--- src/rtl/core/farg_pkg.sv ---
`default_nettype none

package farg_pkg;

    // Fixed design constants.
    localparam int unsigned POLE_PAIRS = 4;
    localparam int unsigned HOLD_TICKS = 1000;
    localparam int unsigned IDLE_TICKS = 1000;

    localparam int unsigned CFG_DATA_W  = 16;
    localparam int unsigned CFG_INDEX_W = 8;

    // Operating modes.
    localparam logic [4:0] MODE_ZERO_ELEC = 5'd1;
    localparam logic [4:0] MODE_FORCE_A   = 5'd8;
    localparam logic [4:0] MODE_FORCE_B   = 5'd9;   // forced, but no current drive flag
    localparam logic [4:0] MODE_FORCE_C   = 5'd10;
    localparam logic [4:0] MODE_PROFILE   = 5'd19;

    // Configuration register indexes.
    typedef enum logic [CFG_INDEX_W-1:0] {
        REG_RUN_MODE           = 8'd0,
        REG_ID_RAMP_TICKS      = 8'd1,
        REG_ID_STEP            = 8'd2,
        REG_SPEED_RAMP_TICKS   = 8'd3,
        REG_SPEED_STEP         = 8'd4,
        REG_PROFILE_RAMP_TICKS = 8'd5,
        REG_PROFILE_STEP       = 8'd6,
        REG_ANGLE_OFFSET       = 8'd7
    } t_reg_index;

    typedef struct packed {
        logic [15:0]        mech_angle;
        logic [11:0]        elec_angle;
        logic signed [23:0] current_ref;
        logic               current_ref_drive;
        logic signed [23:0] speed_now;
    } t_result;

    // Saturate a widened signed sum to 24-bit signed.
    function automatic logic signed [23:0] sat24(input logic signed [25:0] v);
        logic signed [23:0] r;
        if (v > 26'sd8388607) begin
            r = 24'sh7fffff;
        end else if (v < -26'sd8388608) begin
            r = 24'sh800000;
        end else begin
            r = v[23:0];
        end
        return r;
    endfunction

endpackage

`default_nettype wire

--- src/rtl/core/forced_angle_ramp_generator.sv ---
`default_nettype none

// Forced-angle start-up generator. Each accepted word is one control tick: in modes 8, 9,
// 10 and 19 with ready set it ramps the d-current reference, latches the measured angle
// once, then integrates a ramped (or, in mode 19, up/hold/down/idle profiled) speed into
// the angle; else the measured angle passes through. A word is taken each clock while
// o_in_stall is low and registered into the output word, or the skid entry if that is
// stalled; the tick update is one pass of adders and comparators on the state registers.
// A two-entry output buffer lets the next word enter while a result is stalled. The user
// must write configuration registers only while no word is in flight (not enforced).
module forced_angle_ramp_generator
    import farg_pkg::*;
(
    input  wire                    i_clk,
    input  wire                    i_rst_n,
    input  wire                    i_cfg_we,
    input  wire [CFG_INDEX_W-1:0]  i_cfg_index,
    input  wire [CFG_DATA_W-1:0]   i_cfg_data,
    input  wire                    i_in_valid,
    output logic                   o_in_stall,
    input  wire [15:0]             i_measured_angle,
    input  wire                    i_ready_req,
    output logic                   o_out_valid,
    input  wire                    i_out_stall,
    output logic [15:0]            o_mech_angle,
    output logic [11:0]            o_elec_angle,
    output logic signed [23:0]     o_current_ref,
    output logic                   o_current_ref_drive,
    output logic signed [23:0]     o_speed_now
);

    // Configuration.
    logic [4:0]         r_run_mode;
    logic [15:0]        r_id_ramp_ticks;
    logic signed [15:0] r_id_step;
    logic [15:0]        r_speed_ramp_ticks;
    logic signed [15:0] r_speed_step;
    logic [15:0]        r_profile_ramp_ticks;
    logic signed [15:0] r_profile_step;
    logic [15:0]        r_angle_offset;

    // Tick state.
    logic [16:0]        r_id_cnt,     n_id_cnt;
    logic signed [23:0] r_id_cur,     n_id_cur;
    logic [16:0]        r_spd_cnt,    n_spd_cnt;
    logic signed [23:0] r_spd_val,    n_spd_val;
    logic               r_unlatched,  n_unlatched;
    logic [23:0]        r_accum,      n_accum;
    logic [18:0]        r_prof_cnt,   n_prof_cnt;
    logic signed [23:0] r_prof_spd,   n_prof_spd;
    logic               r_prof_neg,   n_prof_neg;
    logic signed [23:0] r_applied,    n_applied;

    // Output buffer.
    t_result r_out, r_skid, n_res;
    logic    r_out_v, r_skid_v;

    logic in_fire, out_fire, forced, act, id_run, integ, spd_run;
    logic signed [16:0] prof_step_ext, prof_step;
    logic [18:0] up_end, hold_end, down_end, cycle_end, prof_c;
    logic [23:0] accum_base;
    logic signed [25:0] accum_sum;
    logic [15:0] mech, rel;
    logic [20:0] pole_prod;

    assign o_in_stall = r_skid_v;
    assign in_fire    = i_in_valid && !r_skid_v;
    assign out_fire   = r_out_v && !i_out_stall;

    assign forced = (r_run_mode == MODE_FORCE_A) || (r_run_mode == MODE_FORCE_B) ||
                    (r_run_mode == MODE_FORCE_C) || (r_run_mode == MODE_PROFILE);
    assign act    = forced && i_ready_req;

    assign prof_step_ext = 17'(r_profile_step);
    assign up_end    = 19'(r_profile_ramp_ticks);
    assign hold_end  = up_end + 19'(HOLD_TICKS);
    assign down_end  = 19'({r_profile_ramp_ticks, 1'b0}) + 19'(HOLD_TICKS);
    assign cycle_end = down_end + 19'(IDLE_TICKS);
    assign prof_c    = r_prof_cnt + 19'd1;

    always_comb begin
        n_id_cnt    = r_id_cnt;
        n_id_cur    = r_id_cur;
        n_spd_cnt   = r_spd_cnt;
        n_spd_val   = r_spd_val;
        n_unlatched = r_unlatched;
        n_accum     = r_accum;
        n_prof_cnt  = r_prof_cnt;
        n_prof_spd  = r_prof_spd;
        n_prof_neg  = r_prof_neg;
        n_applied   = r_applied;
        prof_step   = r_prof_neg ? -prof_step_ext : prof_step_ext;
        accum_base  = r_unlatched ? {i_measured_angle, 8'h00} : r_accum;
        accum_sum   = '0;
        spd_run     = 1'b0;

        id_run = r_id_cnt <= 17'(r_id_ramp_ticks);
        if (id_run) begin
            n_id_cur = sat24(26'(r_id_cur) + 26'(r_id_step));
            n_id_cnt = r_id_cnt + 17'd1;
        end
        n_unlatched = 1'b0;
        n_accum     = accum_base;
        integ       = n_id_cnt > 17'(r_id_ramp_ticks);

        if (integ) begin
            if (r_run_mode != MODE_PROFILE) begin
                spd_run = r_spd_cnt <= 17'(r_speed_ramp_ticks);
                if (spd_run) begin
                    n_spd_val = sat24(26'(r_spd_val) + 26'(r_speed_step));
                    n_spd_cnt = r_spd_cnt + 17'd1;
                    n_applied = n_spd_val;
                end
            end else begin
                n_prof_cnt = prof_c;
                if (prof_c <= up_end) begin
                    n_prof_spd = sat24(26'(r_prof_spd) + 26'(prof_step));
                end else if (prof_c > hold_end && prof_c <= down_end) begin
                    n_prof_spd = sat24(26'(r_prof_spd) - 26'(prof_step));
                end else if (prof_c > down_end && prof_c < cycle_end) begin
                    n_prof_spd = '0;
                end
                if (prof_c == cycle_end) begin
                    n_prof_cnt = '0;
                    n_prof_neg = !r_prof_neg;
                end
                n_applied = n_prof_spd;
            end
            // Wrap one turn above, clamp to zero below.
            accum_sum = $signed({2'b00, accum_base}) + 26'(n_applied);
            if (accum_sum >= 26'sd16777216) begin
                accum_sum = accum_sum - 26'sd16777216;
            end
            if (accum_sum < 26'sd0) begin
                accum_sum = '0;
            end
            n_accum = accum_sum[23:0];
        end

        mech      = act ? n_accum[23:8] : i_measured_angle;
        rel       = mech - r_angle_offset;
        pole_prod = {5'd0, rel} * 21'(POLE_PAIRS);

        n_res.mech_angle        = rel;
        n_res.elec_angle        = (r_run_mode == MODE_ZERO_ELEC) ? 12'd0 : pole_prod[15:4];
        n_res.current_ref       = act ? n_id_cur : r_id_cur;
        n_res.current_ref_drive = act && id_run && (r_run_mode != MODE_FORCE_B);
        n_res.speed_now         = (act && integ) ? n_applied : 24'sd0;
    end

    always_ff @(posedge i_clk) begin
        if (!i_rst_n) begin
            r_run_mode           <= '0;
            r_id_ramp_ticks      <= '0;
            r_id_step            <= '0;
            r_speed_ramp_ticks   <= '0;
            r_speed_step         <= '0;
            r_profile_ramp_ticks <= '0;
            r_profile_step       <= '0;
            r_angle_offset       <= '0;
        end else if (i_cfg_we) begin
            case (i_cfg_index)
                REG_RUN_MODE:           r_run_mode           <= i_cfg_data[4:0];
                REG_ID_RAMP_TICKS:      r_id_ramp_ticks      <= i_cfg_data;
                REG_ID_STEP:            r_id_step            <= i_cfg_data;
                REG_SPEED_RAMP_TICKS:   r_speed_ramp_ticks   <= i_cfg_data;
                REG_SPEED_STEP:         r_speed_step         <= i_cfg_data;
                REG_PROFILE_RAMP_TICKS: r_profile_ramp_ticks <= i_cfg_data;
                REG_PROFILE_STEP:       r_profile_step       <= i_cfg_data;
                REG_ANGLE_OFFSET:       r_angle_offset       <= i_cfg_data;
                default: ;
            endcase
        end
    end

    always_ff @(posedge i_clk) begin
        if (!i_rst_n) begin
            r_id_cnt    <= '0;
            r_id_cur    <= '0;
            r_spd_cnt   <= '0;
            r_spd_val   <= '0;
            r_unlatched <= 1'b1;
            r_accum     <= '0;
            r_prof_cnt  <= '0;
            r_prof_spd  <= '0;
            r_prof_neg  <= 1'b0;
            r_applied   <= '0;
        end else if (in_fire && act) begin
            r_id_cnt    <= n_id_cnt;
            r_id_cur    <= n_id_cur;
            r_spd_cnt   <= n_spd_cnt;
            r_spd_val   <= n_spd_val;
            r_unlatched <= n_unlatched;
            r_accum     <= n_accum;
            r_prof_cnt  <= n_prof_cnt;
            r_prof_spd  <= n_prof_spd;
            r_prof_neg  <= n_prof_neg;
            r_applied   <= n_applied;
        end
    end

    // The skid entry fills only when a new word arrives while the output word is stalled.
    always_ff @(posedge i_clk) begin
        if (!i_rst_n) begin
            r_out_v  <= 1'b0;
            r_skid_v <= 1'b0;
        end else if (out_fire || !r_out_v) begin
            if (r_skid_v) begin
                r_out    <= r_skid;
                r_out_v  <= 1'b1;
                r_skid_v <= 1'b0;
            end else begin
                r_out_v  <= in_fire;
                if (in_fire) begin
                    r_out <= n_res;
                end
            end
        end else if (in_fire) begin
            r_skid   <= n_res;
            r_skid_v <= 1'b1;
        end
    end

    assign o_out_valid         = r_out_v;
    assign o_mech_angle        = r_out.mech_angle;
    assign o_elec_angle        = r_out.elec_angle;
    assign o_current_ref       = r_out.current_ref;
    assign o_current_ref_drive = r_out.current_ref_drive;
    assign o_speed_now         = r_out.speed_now;

    a_skid_needs_out: assert property (@(posedge i_clk) disable iff (!i_rst_n)
        r_skid_v |-> r_out_v)
        else $error("skid entry held without an output word");

    a_id_cnt_bound: assert property (@(posedge i_clk) disable iff (!i_rst_n)
        r_id_cnt <= 17'd65536)
        else $error("current ramp counter ran past its limit");

    a_spd_cnt_bound: assert property (@(posedge i_clk) disable iff (!i_rst_n)
        r_spd_cnt <= 17'd65536)
        else $error("speed ramp counter ran past its limit");

    a_latch_on_tick: assert property (@(posedge i_clk) disable iff (!i_rst_n)
        $fell(r_unlatched) |-> $past(in_fire && act))
        else $error("angle latched without a forced tick");

endmodule

`default_nettype wire
--- config.mk ---
export PLATFORM = sky130hd
export DESIGN_NAME = forced_angle_ramp_generator
export DESIGN_NICKNAME = d
export VERILOG_FILES = /design/src/rtl/core/farg_pkg.sv /design/src/rtl/core/forced_angle_ramp_generator.sv
export SDC_FILE = /design/constraint.sdc
export NUM_CORES = 1
export LEC_CHECK = 0
export ABC_AREA = 0
export BUFFER_PORTS_ARGS = -buffer_cell sky130_fd_sc_hd__buf_2
export CAP_MARGIN = 25
export CELL_PAD_IN_SITES_DETAIL_PLACEMENT = 1
export CELL_PAD_IN_SITES_GLOBAL_PLACEMENT = 1
export CORE_ASPECT_RATIO = 0.75
export CORE_MARGIN = 1.5
export CORE_UTILIZATION = 35
export CTS_BUF_LIST = sky130_fd_sc_hd__clkbuf_4 sky130_fd_sc_hd__clkbuf_8
export DETAILED_ROUTE_END_ITERATION = 16
export PLACE_DENSITY_LB_ADDON = 0.1
export RECOVER_POWER = 50
export SETUP_SLACK_MARGIN = 0.3
export SLEW_MARGIN = 10
export SYNTH_ARGS = -nofsm -noshare
export SYNTH_HDL_FRONTEND = slang
export SYNTH_SLANG_ARGS = --single-unit
--- constraint.sdc ---
create_clock -name i_clk -period 13.7 [get_ports i_clk]
set_clock_uncertainty 0.05 [all_clocks]
set_input_delay 2.74 -clock i_clk [delete_from_list [all_inputs] [get_ports i_clk]]
set_output_delay 2.74 -clock i_clk [all_outputs]
set_load 0.005 [all_outputs]
* Word-level counts from Yosys, hierarchy flattened
Index checks and enable logic that the tools add are counted.
** Cells by class
- Reductions and logical operators :: 33
- Div/mod/pow operators :: 0
- Shift operators :: 0
- Bitwise gates (word level) :: 3
- $lt $le $gt $ge :: 18
- Mux-type cells :: 31
- Equal/unequal tests :: 15
- Add/sub/neg operators :: 14
- Multipliers :: 0
** Operators with widths (count)
- 24-bit 2-to-1 mux :: 21
- 77-bit 2-to-1 mux :: 2
- 25-bit by 24-bit > comparator with 1-bit output (second input constant) :: 4
- 25-bit by 24-bit less-than comparator with 1-bit output (second input constant) :: 4
- 26-bit 2-to-1 mux :: 2
- 24-bit by 16-bit adder with 25-bit output :: 2
- 17-bit by 1-bit adder with 17-bit output (second input constant) :: 2
- 17-bit by 16-bit less-or-equal comparator with 1-bit output :: 2
- 17-bit 2-to-1 mux :: 2
- 8-bit by 3-bit equality test with 1-bit output (second input constant) :: 4
- 25-bit by 24-bit adder with 26-bit output :: 1
- 26-bit >= comparator (second input constant) :: 1
- 26-bit by 1-bit less-than comparator with 1-bit output (second input constant) :: 1
- 26-bit subtractor (second input constant) :: 1
- 24-bit by 17-bit adder with 25-bit output :: 1
- 24-bit by 17-bit subtractor with 25-bit output :: 1
- 18-bit by 10-bit adder with 19-bit output (second input constant) :: 1
- 19-bit by 1-bit adder with 19-bit output (second input constant) :: 1
- 19-bit equality test :: 1
- 19-bit by 17-bit > comparator with 1-bit output :: 1
- 19-bit by 18-bit > comparator with 1-bit output :: 1
- 19-bit by 16-bit less-or-equal comparator with 1-bit output :: 1
- 19-bit by 18-bit less-or-equal comparator with 1-bit output :: 1
- 19-bit less-than comparator :: 1
- 26 further kinds :: 55
** Storage, ports and cells
- Input bits :: 46
- Bits in registers :: 448
- Memories kept :: 0
- RAM bits :: 0
- Bits in latches :: 0
- ROM bits :: 0

* Depth between registers and ports, before layout
- Depth after elaboration :: 22
- Gate-level depth with buffers :: 50
- Mapped depth without buffers :: 48

* Worst setup path after synthesis
No wires, ideal clock.
- Path type :: flip-flop to flip-flop
- Start :: register r_profile_step[2]
- End :: register r_out (netlist bit o_mech_angle[12]), data pin
- Path slack :: 3.709 ns
- Path buffers :: 3
- Period minus slack after synthesis :: 9.991 ns
- Arrival :: 9.682 ns
- Required time :: 13.390 ns
- Library setup time :: 0.260 ns
- Stages on the path, launching flop included :: 46
- Path through :: dfxtp_1 > or4_1 > or4_1 > o31ai_1 > xnor2_1 > ha_1 > clkbuf_1 > inv_1 > a2111oi_0 > a21boi_0 > a221o_1 > a31o_2 > nand4b_1 > a211oi_1 > nor3b_1 > clkbuf_1 > a21oi_1 > o31ai_1 > [... 10 more ...] > buf_6 > a22o_1 > mux2i_1 > ha_1 > inv_1 > fa_1 > a21o_1 > a21oi_1 > o21bai_1 > a21oi_1 > o21bai_1 > a21oi_1 > o21ai_0 > and3_1 > o21ai_0 > xor2_1 > inv_1 > mux2_2
** RTL lines
- from (decl) :: line forced_angle_ramp_generator.sv:39 : logic signed [15:0] r_profile_step;
- from (signal assigned) :: line forced_angle_ramp_generator.sv:169 : REG_PROFILE_STEP: r_profile_step <= i_cfg_data;
- to (signal assigned) :: line forced_angle_ramp_generator.sv:209 : r_out <= r_skid;
- to (signal assigned) :: line forced_angle_ramp_generator.sv:215 : r_out <= n_res;
- to (decl) :: line forced_angle_ramp_generator.sv:55 : t_result r_out, r_skid, n_res;

* Final worst setup path
- Start :: register r_profile_step[2]
- End :: register r_out (netlist bit o_mech_angle[15]), data pin
** Between the ends
- Cells in the longest elaborated chain, start to end :: 21
** RTL lines
- 16-bit negation with 17-bit output :: line forced_angle_ramp_generator.sv:92 : prof_step = r_prof_neg ? -prof_step_ext : prof_step_ext;
- 17-bit 2-to-1 mux (*) :: line forced_angle_ramp_generator.sv:92
- 24-bit by 17-bit subtractor with 25-bit output :: line forced_angle_ramp_generator.sv:119 : n_prof_spd = sat24(26'(r_prof_spd) - 26'(prof_step));
- 25-bit by 24-bit less-than comparator with 1-bit output :: line farg_pkg.sv:45 : end else if (v < -26'sd8388608) begin
- 24-bit 2-to-1 mux :: line farg_pkg.sv:45
- 24-bit 2-to-1 mux :: line farg_pkg.sv:43 : if (v > 26'sd8388607) begin
- 24-bit 2-to-1 mux :: line forced_angle_ramp_generator.sv:118 : end else if (prof_c > hold_end && prof_c <= down_end) begin
- 24-bit 2-to-1 mux (*) :: line forced_angle_ramp_generator.sv:116 : if (prof_c <= up_end) begin
- [... 5 more ...]
- 26-bit 2-to-1 mux (*) :: line forced_angle_ramp_generator.sv:106 : if (integ) begin
- 26-bit by 1-bit less-than comparator with 1-bit output :: line forced_angle_ramp_generator.sv:134 : if (accum_sum < 26'sd0) begin
- 24-bit 2-to-1 mux (*) :: line forced_angle_ramp_generator.sv:134
- 24-bit 2-to-1 mux (*) :: line forced_angle_ramp_generator.sv:106
- 16-bit 2-to-1 mux (*) :: line forced_angle_ramp_generator.sv:140 : mech = act ? n_accum[23:8] : i_measured_angle;
- 16-bit subtractor (*) :: line forced_angle_ramp_generator.sv:141 : rel = mech - r_angle_offset;
- 77-bit 2-to-1 mux (*) :: line forced_angle_ramp_generator.sv:214 : if (in_fire) begin
- 77-bit 2-to-1 mux (*) :: line forced_angle_ramp_generator.sv:208 : if (r_skid_v) begin
Mark *: on every way between the ends. The rest lies on a longest branch, timed or not. The select of a mux whose other input is x is not followed.
A chain may end at the register's enable or synchronous reset.

==> impl_metrics.json <==
{
  "postCtsSetupBuffers": 0,
  "slowest_stage": "o21ai_0",
  "area_growth_pct": 11.71,
  "ys_types": 83,
  "tns_ns": 0,
  "outcome": "complete, but fails checks",
  "reg2reg_setup_slack_ns": 1.36,
  "antenna_left": 0,
  "portBuffers": 124,
  "initial_core_util_pct": 35.36,
  "rows": 93,
  "p_leak_nw": 13.59,
  "critical_path_required_ns": 14.09,
  "vias": 28010,
  "ctsHoldBuffers": 0,
  "nNetsFinal": 3993,
  "cts_tree": "yes",
  "final_cells": 4897,
  "ys_warn_count": 0,
  "setup_viol": 0,
  "maxSlewHeadroom_pct": -195.5,
  "placedCellCount": 4731,
  "syn_avg_cell_area_um2": 8.448,
  "numCtsBuffers": 84,
  "final_common_cell": "nand2_1",
  "synth_flop_cell": "dfxtp_1",
  "rsz0062_at_grt": "no",
  "syn_inst": 3599,
  "place_congestion": 0.9103,
  "holdWs_ns": 0.4057,
  "ys_seq_elements": 448,
  "grt_use_total_pct": 27.11,
  "cap_violations": 6,
  "timing.fmax_mhz": 81.04,
  "fin_crit_sh_pct": 90.07,
  "worstPathArrival_ns": 12.73,
  "dieArea_um2": 88670,
  "start_kind": "flop",
  "io_pins": 125,
  "startpoint": "r_profile_step[2]",
  "clockBufferDepth": 3,
  "maxSlewViolCount": 300,
  "syn_area_um2": 30400,
  "synthTopCellsByArea": "dfxtp_1, edfxtp_1, ha_1",
  "worst_slack_ns": 1.361,
  "postSynth.asyncResetShare_pct": 0,
  "syn_nets": 3909,
  "power_mw": 2.987,
  "die_w_um": 343.3,
  "avgViaCountPerCell": 5.719,
  "powerDensity_nw_per_um2": 87.94,
  "mostFrequentLayoutCells": "nand2_1, nor2_1, a21oi_1, dfxtp_1, ha_1",
  "avgRoutedWirePerCell_um": 24.88,
  "ir_drop_v": 0.00007313,
  "drtPass1Iterations": 5,
  "path_class": "flop to flop",
  "yosys.area.top_type_share_pct": 19.36,
  "reg2regPathDepth": 41,
  "clockRootBuffer": "clkbuf_8",
  "overflow": 0,
  "cts_resized": 0,
  "grt_pass1_wl_um": 183000,
  "route.detailed.drc": 0,
  "first_global_vias": 28350,
  "yosysTopAreaCell": "dfxtp_1",
  "critPathMaxFanout": 11,
  "post-dp-hpwl_um": 92250,
  "reg2reg_from": "r_profile_step[2]",
  "crit_path_end": "o_mech_angle[15]",
  "max_slew.worst_pin.slew_ns": 4.433,
  "crit_path_max_incr_delay_ns": 0.63,
  "filler_cell_count": 10180,
  "crit_top_cell": "nor2_1",
  "violations": "capacitance limit, slew limit",
  "drive_above_1_share_pct": 10.23,
  "hold_viol_final": 0,
  "end_kind": "flop",
  "yosysSeqAreaShare_pct": 34.57,
  "hold_path_class": "flop to flop",
  "fp.dieH_um": 258.3,
  "min_period_ns": 12.34,
  "coreArea_um2": 85990,
  "worstSkewPairLatency_ns": 0.73,
  "grt_max_degree": 90,
  "synth_edf_count": 154,
  "cts_sinks": 448,
  "r2r_end": "o_mech_angle[15]",
  "cts_max_level": 3,
  "antenna_found_initial": 17,
  "routed_wl_um": 121800,
  "post-place-ws_ns": 1.616,
  "clk_pin_slew_ns": 0.06,
  "drt_iter0_drc": 2380
}
power breakdown:
part	leakage, nW	internal (mW)	switching [mW]
clock	0.950	0.774	0.651
combinational	8.80	0.0466	0.119
sequential	3.83	1.39	0.00512
total	13.6	2.21	0.774
per-stage QoR:
step	instance area [µm²]	util, %
final	33970	39.50
after global routing	33960	39.49
after CTS	34020	39.56
after detailed placement	32240	37.49
after global placement	32200	37.45
after floorplan	30400	-
layout make-up:
| class | instances | area [µm²] | share of cell area, % |
|---|---|---|---|
| clock buffers | 123 | 1518 | 4.468 |
| repair buffers | 179 | 943.4 | 2.778 |
| flip-flops and latches | 448 | 10510 | 30.95 |
| well taps | 1140 | 1426 | 4.200 |
| inverters | 183 | 688.2 | 2.026 |
| multi-input cells | 2787 | 18600 | 54.76 |
| diodes | 4 | 10.01 | 0.02947 |
| clock inverters | 33 | 265.3 | 0.7810 |
registers in the layout, summed over array words and instances (netlist names), 17 cells and up:
signal and count:
o_current_ref 24, r_accum 24, r_spd_val 24, r_applied 24, r_prof_cnt 19, r_spd_cnt 17, r_skid 77, o_speed_now 24
r_id_cnt 17, r_id_cur 24, r_prof_spd 24
per-layer routing:
layer	vias to the layer above	share of wire, %	global-route usage (%)
li1	13130	-	-
met1	14040	51	42.15
met2	724	41	39.15
met3	119	6.0	3.998
met4	0	1.7	5.384
met5	-	0	0
cell usage after synthesis (45+ instances only):
cell type	number
a211oi_1	45
a21o_1	59
a21oi_1	327
clkbuf_1	166
dfxtp_1	294
edfxtp_1	154
ha_1	258
inv_1	183
mux2_2	65
mux2i_1	79
nand2_1	370
nand3_1	79
nor2_1	370
nor3_1	84
o21ai_0	212
xnor2_1	142
xor2_1	72
worst min path at each step:
stage	start	endpoint	slack, ns	depth (start not counted)
after floorplan	r_accum[3]	r_accum[3]	0.37	2
after global placement	r_accum[4]	r_accum[4]	0.38	2
after detailed placement	r_accum[2]	r_accum[2]	0.39	2
after CTS	r_accum[7]	r_accum[7]	0.41	2
after global routing	r_accum[7]	r_accum[7]	0.42	2
final	r_accum[5]	r_accum[5]	0.41	2
critical path, delay by kind of cell, from the launching register on:
family	cells	cell delay (ns)
AOI/OAI and AO/OA	20	5.55
and+or+nand+nor	14	4.09
adders and majority gates	3	0.97
xor gates and xnor gates	2	0.63
DFF	1	0.35
buffers and inverters	1	0.22
muxes	1	0.20
cell families (layout without fill, tap and decap cells):
kind of cell	after synthesis	count (layout)	share of synthesized area (%)
AND/OR/NAND/NOR	1159	1159	17.50
AO/OA/AOI/OAI	991	991	20.74
flip-flops	448	448	34.57
buffers and inverters	364	518	4.531
adder cells (fa/ha/maj)	278	278	11.47
XOR/XNOR	214	214	6.165
multiplexers	144	144	5.008
other	1	5	0.01233
No activity file was read; power rests on OpenSTA's default activity.
